File: src/rtl/core/jgdc_pkg.sv
// Shared types, constants and month table for the Julian/Gregorian date converter.
package jgdc_pkg;

  // Stage counts of the three pipeline sections.
  localparam int DN_STAGES = 3;
  localparam int CY_STAGES = 3;
  localparam int SP_STAGES = 2;
  localparam int N_STAGES  = DN_STAGES + CY_STAGES + SP_STAGES;

  localparam int TDATA_W = 24;

  // Direction and era codes.
  localparam logic FUNC_TO_GREG   = 1'b0;
  localparam logic FUNC_TO_HYBRID = 1'b1;
  localparam logic ERA_BC         = 1'b0;
  localparam logic ERA_AD         = 1'b1;

  // Calendar constants.
  localparam int GREG_CYCLE   = 146097;
  localparam int CENTURY_DAYS = 36525;
  localparam int JULIAN_CYCLE = 1461;
  localparam int MONTHS       = 12;
  localparam int SHARED_YEAR  = 1582;
  localparam int SHARED_MONTH = 10;
  localparam int SHARED_DAY   = 15;

  // Offsets that make the floor divisions work on non-negative values.
  localparam int CEN_OFS  = 256;
  localparam int NY_OFS   = 32768;
  localparam int C_BIAS   = 100 * CEN_OFS;
  localparam int CEN_BIAS = GREG_CYCLE * CEN_OFS;
  localparam int NY_BIAS  = JULIAN_CYCLE * NY_OFS;

  // Reciprocals for division by a constant: q = (v * RCP) >> SH.
  localparam int     RCP100_SH = 22;
  localparam longint RCP100    = ((longint'(1) <<< RCP100_SH) + 100 - 1) / 100;
  localparam int     RCP_GC_SH = 44;
  localparam longint RCP_GC    = ((longint'(1) <<< RCP_GC_SH) + GREG_CYCLE - 1) / GREG_CYCLE;
  localparam int     RCP_JC_SH = 37;
  localparam longint RCP_JC    = ((longint'(1) <<< RCP_JC_SH) + JULIAN_CYCLE - 1) / JULIAN_CYCLE;
  localparam int     RCP_CD_SH = 38;
  localparam longint RCP_CD    = ((longint'(1) <<< RCP_CD_SH) + CENTURY_DAYS - 1) / CENTURY_DAYS;
  localparam int     RCP_MO_SH = 20;
  localparam longint RCP_MO    = ((longint'(1) <<< RCP_MO_SH) + 153 - 1) / 153;

  // Date as it sits in tdata: era in bit 0, then year, month, day.
  typedef struct packed {
    logic [4:0]  day;
    logic [3:0]  month;
    logic [13:0] year;
    logic        era;
  } date_t;

  typedef struct packed {
    logic  pass;
    logic  func;
    date_t date;
  } ctl_t;

  // Day-number section to cycle-split section.
  typedef struct packed {
    ctl_t        ctl;
    logic [25:0] vg;
    logic [25:0] vj;
    logic [52:0] pjm;
  } dn_t;

  // Cycle-split section to month-split section.
  typedef struct packed {
    ctl_t               ctl;
    logic signed [15:0] yr;
    logic [8:0]         x0;
  } cy_t;

  typedef struct packed {
    date_t date;
    logic  unchanged;
  } res_t;

  // Days from March 1 to the start of month mi (March is 3, months past
  // December continue the count into the next year).
  function automatic logic [8:0] month_offset(input logic [3:0] mi);
    logic [8:0] ofs;
    unique case (mi)
      4'd3:    ofs = 9'd0;
      4'd4:    ofs = 9'd31;
      4'd5:    ofs = 9'd61;
      4'd6:    ofs = 9'd92;
      4'd7:    ofs = 9'd122;
      4'd8:    ofs = 9'd153;
      4'd9:    ofs = 9'd184;
      4'd10:   ofs = 9'd214;
      4'd11:   ofs = 9'd245;
      4'd12:   ofs = 9'd275;
      4'd13:   ofs = 9'd306;
      4'd14:   ofs = 9'd337;
      4'd15:   ofs = 9'd367;
      default: ofs = 9'd0;
    endcase
    return ofs;
  endfunction

endpackage

File: src/rtl/core/jgdc_daynum.sv
// Day-number section: shared-span check, shifted year and biased day counts.
module jgdc_daynum
  import jgdc_pkg::*;
(
  input  logic                 clk,
  input  logic                 rst,
  input  logic                 in_valid,
  input  logic                 func,
  input  date_t                date,
  input  logic [DN_STAGES-1:0] en,
  output logic [DN_STAGES-1:0] vld,
  output dn_t                  dout
);

  typedef struct packed {
    ctl_t               ctl;
    logic [9:0]         dd;
    logic [15:0]        vc;
    logic [31:0]        pc;
    logic signed [26:0] pj;
  } st1_t;

  typedef struct packed {
    ctl_t               ctl;
    logic [9:0]         dd;
    logic signed [9:0]  c;
    logic [6:0]         x;
    logic [25:0]        vj;
  } st2_t;

  st1_t s1, s1_next;
  st2_t s2, s2_next;
  dn_t  s3, s3_next;

  logic [15:0]        sy;
  logic [3:0]         mi;
  logic [9:0]         q;
  logic [15:0]        hq;
  logic signed [27:0] pjf;
  logic signed [27:0] vj_s;
  logic signed [27:0] t;
  logic signed [27:0] tf;
  logic signed [27:0] x1;
  logic signed [27:0] vg_s;

  // Stage 1: shift the year to start in March, look up the month offset.
  always_comb begin
    s1_next.ctl.func = func;
    s1_next.ctl.date = date;
    s1_next.ctl.pass = (date.era == ERA_AD) &&
                       ((date.year > 14'(SHARED_YEAR)) ||
                        ((date.year == 14'(SHARED_YEAR)) &&
                         ((date.month > 4'(SHARED_MONTH)) ||
                          ((date.month == 4'(SHARED_MONTH)) &&
                           (date.day >= 5'(SHARED_DAY))))));
    sy = (date.era == ERA_BC) ? (16'd1 - {2'b00, date.year}) : {2'b00, date.year};
    mi = date.month;
    if (date.month < 4'd3) begin
      sy = sy - 16'd1;
      mi = date.month + 4'(MONTHS);
    end
    s1_next.dd = 10'(month_offset(mi)) + 10'(date.day);
    s1_next.vc = sy + 16'(C_BIAS);
    s1_next.pc = 32'(s1_next.vc) * 32'(RCP100);
    s1_next.pj = $signed({{11{sy[15]}}, sy}) * $signed(27'(JULIAN_CYCLE));
  end

  // Stage 2: century and year-of-century; biased Julian day count.
  always_comb begin
    q  = s1.pc[31:22];
    hq = 16'(q) * 16'd100;
    s2_next.ctl = s1.ctl;
    s2_next.dd  = s1.dd;
    s2_next.c   = $signed(q - 10'(CEN_OFS));
    s2_next.x   = 7'(s1.vc - hq);
    pjf  = $signed({s1.pj[26], s1.pj}) >>> 2;
    vj_s = (pjf <<< 2) + $signed({16'd0, s1.dd, 2'b00}) - 28'sd9 + 28'(CEN_BIAS);
    s2_next.vj = vj_s[25:0];
  end

  // Stage 3: Gregorian day count; start the Julian-to-Gregorian cycle divide.
  always_comb begin
    t    = $signed({{18{s2.c[9]}}, s2.c}) * $signed(28'(GREG_CYCLE));
    tf   = t >>> 2;
    x1   = tf + $signed(28'(s2.x) * 28'd365) + $signed(28'(s2.x[6:2]))
           + $signed(28'(s2.dd)) + 28'sd1;
    vg_s = (x1 <<< 2) + 28'sd3 + 28'(NY_BIAS);
    s3_next.ctl = s2.ctl;
    s3_next.vg  = vg_s[25:0];
    s3_next.vj  = s2.vj;
    s3_next.pjm = 53'(s2.vj) * 53'(RCP_GC);
  end

  always_ff @(posedge clk) begin
    if (rst) begin
      vld <= '0;
    end else begin
      if (en[0]) vld[0] <= in_valid;
      if (en[1]) vld[1] <= vld[0];
      if (en[2]) vld[2] <= vld[1];
    end
  end

  always_ff @(posedge clk) begin
    if (en[0]) s1 <= s1_next;
    if (en[1]) s2 <= s2_next;
    if (en[2]) s3 <= s3_next;
  end

  assign dout = s3;

endmodule

File: src/rtl/core/jgdc_cycle.sv
// Cycle-split section: divide day counts into years, keep the day within the year.
module jgdc_cycle
  import jgdc_pkg::*;
(
  input  logic                 clk,
  input  logic                 rst,
  input  logic                 in_valid,
  input  dn_t                  din,
  input  logic [CY_STAGES-1:0] en,
  output logic [CY_STAGES-1:0] vld,
  output cy_t                  dout
);

  typedef struct packed {
    ctl_t              ctl;
    logic [25:0]       vg;
    logic [52:0]       pg;
    logic [15:0]       x1j;
    logic signed [9:0] cen;
  } st4_t;

  typedef struct packed {
    ctl_t               ctl;
    logic [8:0]         x0g;
    logic signed [15:0] ny;
    logic [44:0]        py;
    logic [15:0]        x1j;
    logic signed [9:0]  cen;
  } st5_t;

  st4_t s4, s4_next;
  st5_t s5, s5_next;
  cy_t  s6, s6_next;

  logic [8:0]         qj;
  logic [25:0]        rj;
  logic [15:0]        qg;
  logic [25:0]        rg;
  logic [21:0]        tj;
  logic [6:0]         ywc;
  logic [15:0]        x0j;
  logic signed [15:0] yj;

  // Stage 4: 400-year cycle quotient and remainder; start the 4-year divide.
  always_comb begin
    qj = din.pjm[52:44];
    rj = din.vj - 26'(qj) * 26'(GREG_CYCLE);
    s4_next.ctl = din.ctl;
    s4_next.vg  = din.vg;
    s4_next.pg  = 53'(din.vg) * 53'(RCP_JC);
    s4_next.x1j = 16'(rj[17:2]);
    s4_next.cen = $signed(10'(qj) - 10'(CEN_OFS));
  end

  // Stage 5: Julian year and day of year; start the century-day divide.
  always_comb begin
    qg = s4.pg[52:37];
    rg = s4.vg - 26'(qg) * 26'(JULIAN_CYCLE);
    tj = 22'(s4.x1j) * 22'd100 + 22'd99;
    s5_next.ctl = s4.ctl;
    s5_next.x0g = rg[10:2];
    s5_next.ny  = $signed(qg - 16'(NY_OFS));
    s5_next.py  = 45'(tj) * 45'(RCP_CD);
    s5_next.x1j = s4.x1j;
    s5_next.cen = s4.cen;
  end

  // Stage 6: Gregorian year and day of year; pick the direction's result.
  always_comb begin
    ywc = s5.py[44:38];
    x0j = s5.x1j - 16'(ywc) * 16'd365 - 16'(ywc[6:2]);
    yj  = $signed({{6{s5.cen[9]}}, s5.cen}) * 16'sd100 + $signed({9'd0, ywc});
    s6_next.ctl = s5.ctl;
    if (s5.ctl.func == FUNC_TO_HYBRID) begin
      s6_next.yr = s5.ny;
      s6_next.x0 = s5.x0g;
    end else begin
      s6_next.yr = yj;
      s6_next.x0 = x0j[8:0];
    end
  end

  always_ff @(posedge clk) begin
    if (rst) begin
      vld <= '0;
    end else begin
      if (en[0]) vld[0] <= in_valid;
      if (en[1]) vld[1] <= vld[0];
      if (en[2]) vld[2] <= vld[1];
    end
  end

  always_ff @(posedge clk) begin
    if (en[0]) s4 <= s4_next;
    if (en[1]) s5 <= s5_next;
    if (en[2]) s6 <= s6_next;
  end

  assign dout = s6;

endmodule

File: src/rtl/core/jgdc_split.sv
// Month-split section: day of year to month and day, era and year, output register.
module jgdc_split
  import jgdc_pkg::*;
(
  input  logic                 clk,
  input  logic                 rst,
  input  logic                 in_valid,
  input  cy_t                  din,
  input  logic [SP_STAGES-1:0] en,
  output logic [SP_STAGES-1:0] vld,
  output res_t                 dout
);

  typedef struct packed {
    ctl_t               ctl;
    logic signed [15:0] yr;
    logic [8:0]         x0;
    logic [3:0]         mi;
  } st7_t;

  st7_t s7, s7_next;
  res_t s8, s8_next;

  logic [11:0]        tm;
  logic [24:0]        pm;
  logic [9:0]         dsum;
  logic signed [16:0] yadj;
  logic signed [16:0] ybc;

  // Stage 7: month index counted from March.
  always_comb begin
    tm = 12'(din.x0) * 12'd5 + 12'd461;
    pm = 25'(tm) * 25'(RCP_MO);
    s7_next.ctl = din.ctl;
    s7_next.yr  = din.yr;
    s7_next.x0  = din.x0;
    s7_next.mi  = pm[23:20];
  end

  // Stage 8: day of month, wrap January and February into the next year.
  always_comb begin
    dsum = 10'(s7.x0) - 10'(month_offset(s7.mi)) + 10'd1;
    yadj = $signed({s7.yr[15], s7.yr});
    ybc  = 17'sd1 - yadj;
    s8_next.date.day   = dsum[4:0];
    s8_next.date.month = s7.mi;
    if (s7.mi > 4'(MONTHS)) begin
      s8_next.date.month = s7.mi - 4'(MONTHS);
      yadj = yadj + 17'sd1;
      ybc  = 17'sd1 - yadj;
    end
    if (yadj <= 17'sd0) begin
      s8_next.date.era  = ERA_BC;
      s8_next.date.year = ybc[13:0];
    end else begin
      s8_next.date.era  = ERA_AD;
      s8_next.date.year = yadj[13:0];
    end
    s8_next.unchanged = 1'b0;
    if (s7.ctl.pass) begin
      s8_next.date      = s7.ctl.date;
      s8_next.unchanged = 1'b1;
    end
  end

  always_ff @(posedge clk) begin
    if (rst) begin
      vld <= '0;
    end else begin
      if (en[0]) vld[0] <= in_valid;
      if (en[1]) vld[1] <= vld[0];
    end
  end

  always_ff @(posedge clk) begin
    if (en[0]) s7 <= s7_next;
    if (en[1]) s8 <= s8_next;
  end

  assign dout = s8;

endmodule

File: src/rtl/core/julian_gregorian_date_converter_top.sv
// Top level of the Julian/Gregorian date converter: stream ports and stall control.
//
// Usage:
//   Slave stream s_axis_* carries one date per beat: tdata holds era, year,
//   month and day, tuser holds the direction (0 hybrid to Gregorian,
//   1 Gregorian to hybrid). Master stream m_axis_* returns one converted
//   date per input beat, in order; tuser is set when the date lay on or
//   after 1582-10-15 AD and was passed through as it stood.
//   Path: with the output not stalled, a beat accepted at the input moves through
//   every stage in turn to m_axis_tvalid: three stages build the day count,
//   three divide it into years, two split month and day and hold the result
//   in the output register.
//   Throughput: one date per cycle while no stage holds; every divide is a
//   multiply by a reciprocal, so each stage takes a new beat every cycle.
//   Stall: each stage holds when it is full and the stage after it holds;
//   empty stages keep filling, so s_axis_tready drops only when all eight
//   stages are full and m_axis_tready is low. Nothing is dropped or repeated.
//   Reset: rst, synchronous, clears every stage valid bit; data registers
//   are not reset.
module julian_gregorian_date_converter_top
  import jgdc_pkg::*;
(
  input  logic               clk,
  input  logic               rst,
  input  logic               s_axis_tvalid,
  output logic               s_axis_tready,
  input  logic [TDATA_W-1:0] s_axis_tdata,  // era_in, year_in[13:0], month_in[3:0], day_in[4:0]
  input  logic               s_axis_tuser,  // func
  output logic               m_axis_tvalid,
  input  logic               m_axis_tready,
  output logic [TDATA_W-1:0] m_axis_tdata,  // era_out, year_out[13:0], month_out[3:0], day_out[4:0]
  output logic               m_axis_tuser   // unchanged
);

  logic [N_STAGES-1:0]  vld;
  logic [N_STAGES-1:0]  en;
  logic [DN_STAGES-1:0] dn_vld;
  logic [CY_STAGES-1:0] cy_vld;
  logic [SP_STAGES-1:0] sp_vld;
  dn_t                  dn;
  cy_t                  cy;
  res_t                 res;

  assign vld = {sp_vld, cy_vld, dn_vld};

  // Advance a stage when it is empty or the stage after it advances.
  always_comb begin
    en[N_STAGES-1] = !vld[N_STAGES-1] || m_axis_tready;
    for (int k = N_STAGES - 2; k >= 0; k--) begin
      en[k] = !vld[k] || en[k+1];
    end
  end

  assign s_axis_tready = en[0];

  jgdc_daynum u_daynum (
    .clk      (clk),
    .rst      (rst),
    .in_valid (s_axis_tvalid),
    .func     (s_axis_tuser),
    .date     (date_t'(s_axis_tdata)),
    .en       (en[DN_STAGES-1:0]),
    .vld      (dn_vld),
    .dout     (dn)
  );

  jgdc_cycle u_cycle (
    .clk      (clk),
    .rst      (rst),
    .in_valid (dn_vld[DN_STAGES-1]),
    .din      (dn),
    .en       (en[DN_STAGES+CY_STAGES-1:DN_STAGES]),
    .vld      (cy_vld),
    .dout     (cy)
  );

  jgdc_split u_split (
    .clk      (clk),
    .rst      (rst),
    .in_valid (cy_vld[CY_STAGES-1]),
    .din      (cy),
    .en       (en[N_STAGES-1:DN_STAGES+CY_STAGES]),
    .vld      (sp_vld),
    .dout     (res)
  );

  // The last split stage is the output register.
  assign m_axis_tvalid = sp_vld[SP_STAGES-1];
  assign m_axis_tdata  = res.date;
  assign m_axis_tuser  = res.unchanged;

  // Input backpressure only when the whole pipeline is full and stalled.
  a_full_stall: assert property (@(posedge clk) disable iff (rst)
    !s_axis_tready |-> (m_axis_tvalid && !m_axis_tready))
    else $error("input stalled while the pipeline still had room");

  // Passed-through dates always lie in the AD era.
  a_pass_era: assert property (@(posedge clk) disable iff (rst)
    (m_axis_tvalid && m_axis_tuser) |-> (m_axis_tdata[0] == ERA_AD))
    else $error("pass-through result outside the AD era");

  // A converted date always has a real month.
  a_conv_month: assert property (@(posedge clk) disable iff (rst)
    (m_axis_tvalid && !m_axis_tuser) |->
      (m_axis_tdata[18:15] >= 4'd1 && m_axis_tdata[18:15] <= 4'(MONTHS)))
    else $error("converted month out of range");

  // A converted date never has day zero.
  a_conv_day: assert property (@(posedge clk) disable iff (rst)
    (m_axis_tvalid && !m_axis_tuser) |-> (m_axis_tdata[23:19] != 5'd0))
    else $error("converted day is zero");

endmodule

File: config.mk
export PLATFORM = sky130hd
export DESIGN_NAME = julian_gregorian_date_converter_top
export DESIGN_NICKNAME = d
export VERILOG_FILES = /design/src/rtl/core/jgdc_pkg.sv /design/src/rtl/core/jgdc_daynum.sv /design/src/rtl/core/jgdc_cycle.sv /design/src/rtl/core/jgdc_split.sv /design/src/rtl/core/julian_gregorian_date_converter_top.sv
export SDC_FILE = /design/constraint.sdc
export NUM_CORES = 2
export LEC_CHECK = 0
export ABC_AREA = 1
export BUFFER_PORTS_ARGS = -buffer_cell sky130_fd_sc_hd__buf_2
export CAP_MARGIN = 30
export CORE_MARGIN = 4
export CORE_UTILIZATION = 67
export CTS_BUF_LIST = sky130_fd_sc_hd__clkbuf_8
export DETAILED_ROUTE_END_ITERATION = 10
export PLACE_DENSITY = 0.84
export SYNTH_ARGS = -nofsm -noshare
export SYNTH_HDL_FRONTEND = slang
export SYNTH_SLANG_ARGS = --single-unit
File: constraint.sdc
create_clock -name clk -period 16.85 [get_ports clk]
set_input_delay 2.5275 -clock clk [delete_from_list [all_inputs] [get_ports clk]]
set_output_delay 2.5275 -clock clk [all_outputs]
set_load 0.01 [all_outputs]
==> results_dict.tcl <==
set metrics [dict create \
    synth_top_family_by_area "adder cells" \
    die_height_um 343.8 \
    fin_nets 10380 \
    drtIter0Drc 3622 \
    period_share_pct 59.14 \
    die-area_sq_um 118200 \
    start_util_pct 67.87 \
    holdPathStages 0 \
    r2r_slack_ns 6.88 \
    status "completed" \
    worstSkewPairLatency_ns 0.71 \
    synth.net_count 10230 \
    min_to "u_daynum.s2[72]$_DFFE_PP_" \
    min_path_type "flip-flop to flip-flop" \
    grt_pass1_vias 56360 \
    cts_max_level 3 \
    synth_edf_count 506 \
    worstHoldStart "u_daynum.s1[104]$_DFFE_PP_" \
    overflow 0 \
    relSlewSlack_pct 32.61 \
    post_cts_buffers 0 \
    ys.flop_type "edfxtp_1" \
    synthesis.area_sq_um 75530 \
    fmax_mhz 100.3 \
    drtAntennaViolNets 0 \
    synth-xor-area-share_pct 3.676 \
    path_class "flip-flop to flip-flop" \
    synth.area.mux_share_pct 0 \
    finalCriticalPeriod_ns 9.966 \
    yosysWarnings 0 \
    mostFrequentLayoutCells "inv_1, ha_1, fa_1" \
    worst_pin_slew_ns 1.011 \
    drc_errors 0 \
    io_buffers 55 \
    cts_hold_buf 0 \
    drive_gt1_share_pct 3.520 \
    synth-compound-area-share_pct 5.270 \
    num_vias 52970 \
    hold_viol 0 \
    rsz0062_at_grt "no" \
    groute.usage.overall_pct 31.66 \
    start_kind "flip-flop" \
    cts_resized 0 \
    drv_cap 0 \
    via_per_inst 5.588 \
    firstDrtPassIters 6 \
    slowest_stage "xor2_1" \
    rows 122 \
    synth_area_per_cell_sq_um 9.727 \
    wirelength_um 180700 \
    antenna_found_initial 7 \
    clkSlewWorstSetupHoldPaths_ns 0.06 \
    cts.sinks 519 \
    crit_arrival_ns 10.42 \
    finalSetupViolations 0 \
    maxSlewViolCount 0 \
    fin_skew_ns 0.02486 \
    root_buffer "clkbuf_8" \
    critPathRequiredTime_ns 17.30 \
    fp.dieW_um 343.8 \
    reg2reg_depth 35 \
    yosys.area_share.simple_pct 9.716 \
    utilization_pct 71.68 \
    critPathCaptureType "flip-flop" \
    yosysUniqueCellTypes 64 \
    ys_ff_latch 519 \
    max_stage_delay_ns 0.74 \
    cp_common_cell "inv_1" \
    numCtsBuffers 89 \
    cts_tree "yes" \
    finalSetupTns_ns 0 \
    routedWlPerCell_um 19.07 \
    rr_endpoint "u_cycle.s5[64]$_DFFE_PP_" \
    synth_fa_ha_area_share_pct 50.65 \
    ys_seq_area_share_pct 20.46 \
    dp_hpwl_um 156300 \
    area_growth_pct 5.608 \
    cp_max_fo 10 \
    clockBufferDepth 3 \
    grt_first_pass_wirelength_um 292400 \
    r2r-start "u_cycle.s4[11]$_DFFE_PP_" \
    final_common_cell "inv_1" \
    grt_start_max_net_pins 79 \
    ys_async_sr_fraction_pct 0 \
    coreArea_sq_um 111300 \
    ios 56 \
    syn_inst 7765 \
    place_congestion 1.001 \
]
==> routing by layer <==
metal  vias up  part of all wire (%)  wire length (um)  global-route usage (%)
met2      1842                    48             85990                   52.98
met3       465                   6.6             12020                   4.744
met4         0                   4.6              8301                   12.26
met1     25820                    41             74420                   41.99
met5         -                     0                 0                       0
li1      24840                     -                 -                       -
==> cells by family after synthesis <==
kind of cell	after synthesis
AND/OR/NAND/NOR	1748
AO/OA/AOI/OAI	704
XOR/XNOR	308
buffers and inverters	2052
adder cells (fa/ha/maj)	2434
flip-flops	519
==> worst max-delay path, delay by kind of cell (launching register included) <==
family	cells	cell delay, ns
buffers and inverters	9	1.14
xor gates and xnor gates	3	1.14
adders and majority gates	12	5.22
and+or+nand+nor	10	1.25
AOI/OAI and AO/OA	1	0.29
DFF	1	0.66
==> synth_stat cells, types with 12 or more instances <==
| master | number | area, sq um |
|---|---|---|
| a21o_1 | 38 | 285.3 |
| a21oi_1 | 319 | 1597 |
| a31oi_1 | 39 | 244.0 |
| dfxtp_1 | 13 | 260.3 |
| edfxtp_1 | 506 | 15190 |
| fa_1 | 1039 | 20800 |
| ha_1 | 1395 | 17450 |
| inv_1 | 2022 | 7590 |
| nand2_1 | 1017 | 3817 |
| nand3_1 | 199 | 996.0 |
| nand4_1 | 66 | 412.9 |
| nor2_1 | 335 | 1257 |
| nor2_2 | 14 | 87.58 |
| nor3_1 | 45 | 225.2 |
| nor4_1 | 24 | 150.1 |
| o211ai_1 | 12 | 90.09 |
| o21a_1 | 17 | 127.6 |
| o21ai_0 | 191 | 955.9 |
| o21bai_1 | 29 | 217.7 |
| xnor2_1 | 110 | 963.4 |
| xor2_1 | 189 | 1655 |
==> worst max path at each step <==
| stage | start | end | slack [ns] | cells after the start |
|---|---|---|---|---|
| floorplan | m_axis_tready | s_axis_tready | 2.69 | 14 |
| global placement | u_cycle.s4[11]$_DFFE_PP_ | u_cycle.s5[64]$_DFFE_PP_ | 7.08 | 33 |
| detailed placement | u_cycle.s4[11]$_DFFE_PP_ | u_cycle.s5[69]$_DFFE_PP_ | 6.93 | 35 |
| CTS | u_cycle.s4[11]$_DFFE_PP_ | u_cycle.s5[64]$_DFFE_PP_ | 6.92 | 35 |
| global route | u_cycle.s4[11]$_DFFE_PP_ | u_cycle.s5[69]$_DFFE_PP_ | 6.26 | 35 |
| finish | u_cycle.s4[11]$_DFFE_PP_ | u_cycle.s5[64]$_DFFE_PP_ | 6.88 | 35 |
==> registers in the layout (all words and copies together), names as in the netlist, named ones only <==
name / count
u_daynum.s2: 77
u_daynum.pjf: 24
u_cycle.s5: 76
u_cycle.s4: 60
u_cycle.dout: 50
u_split.dout: 25
u_split.vld: 2
u_cycle.vld: 3
u_cycle.qg: 16
u_daynum.s1: 43
u_split.s7: 50
u_daynum.q: 10
u_daynum.dout: 75
u_daynum.vld: 3
==> metrics by stage <==
step	instance area [sq um]	hold slack (ns)	setup slack [ns]	instances
after floorplan	75530	0.4003	2.695	7765
after global placement	77690	0.4005	7.084	9306
after detailed placement	77690	0.4045	6.927	9306
after CTS	79670	0.3987	6.924	9469
after global routing	79750	0.4018	6.262	9474
final	79760	0.3999	6.884	9478
==> final cells by class <==
class,instances,area [sq um]
fillers,7994,31520
clock buffers,96,1321
well taps,1488,1862
flip-flops and latches,519,15450
inverters,2038,7655
multi-input cells,5194,52360
repair buffers,70,440.4
clock inverters,67,659.4
diodes,6,15.01
Power is not shown: default switching activity piles up to over one toggle a cycle in this logic, so the estimate is an artifact.
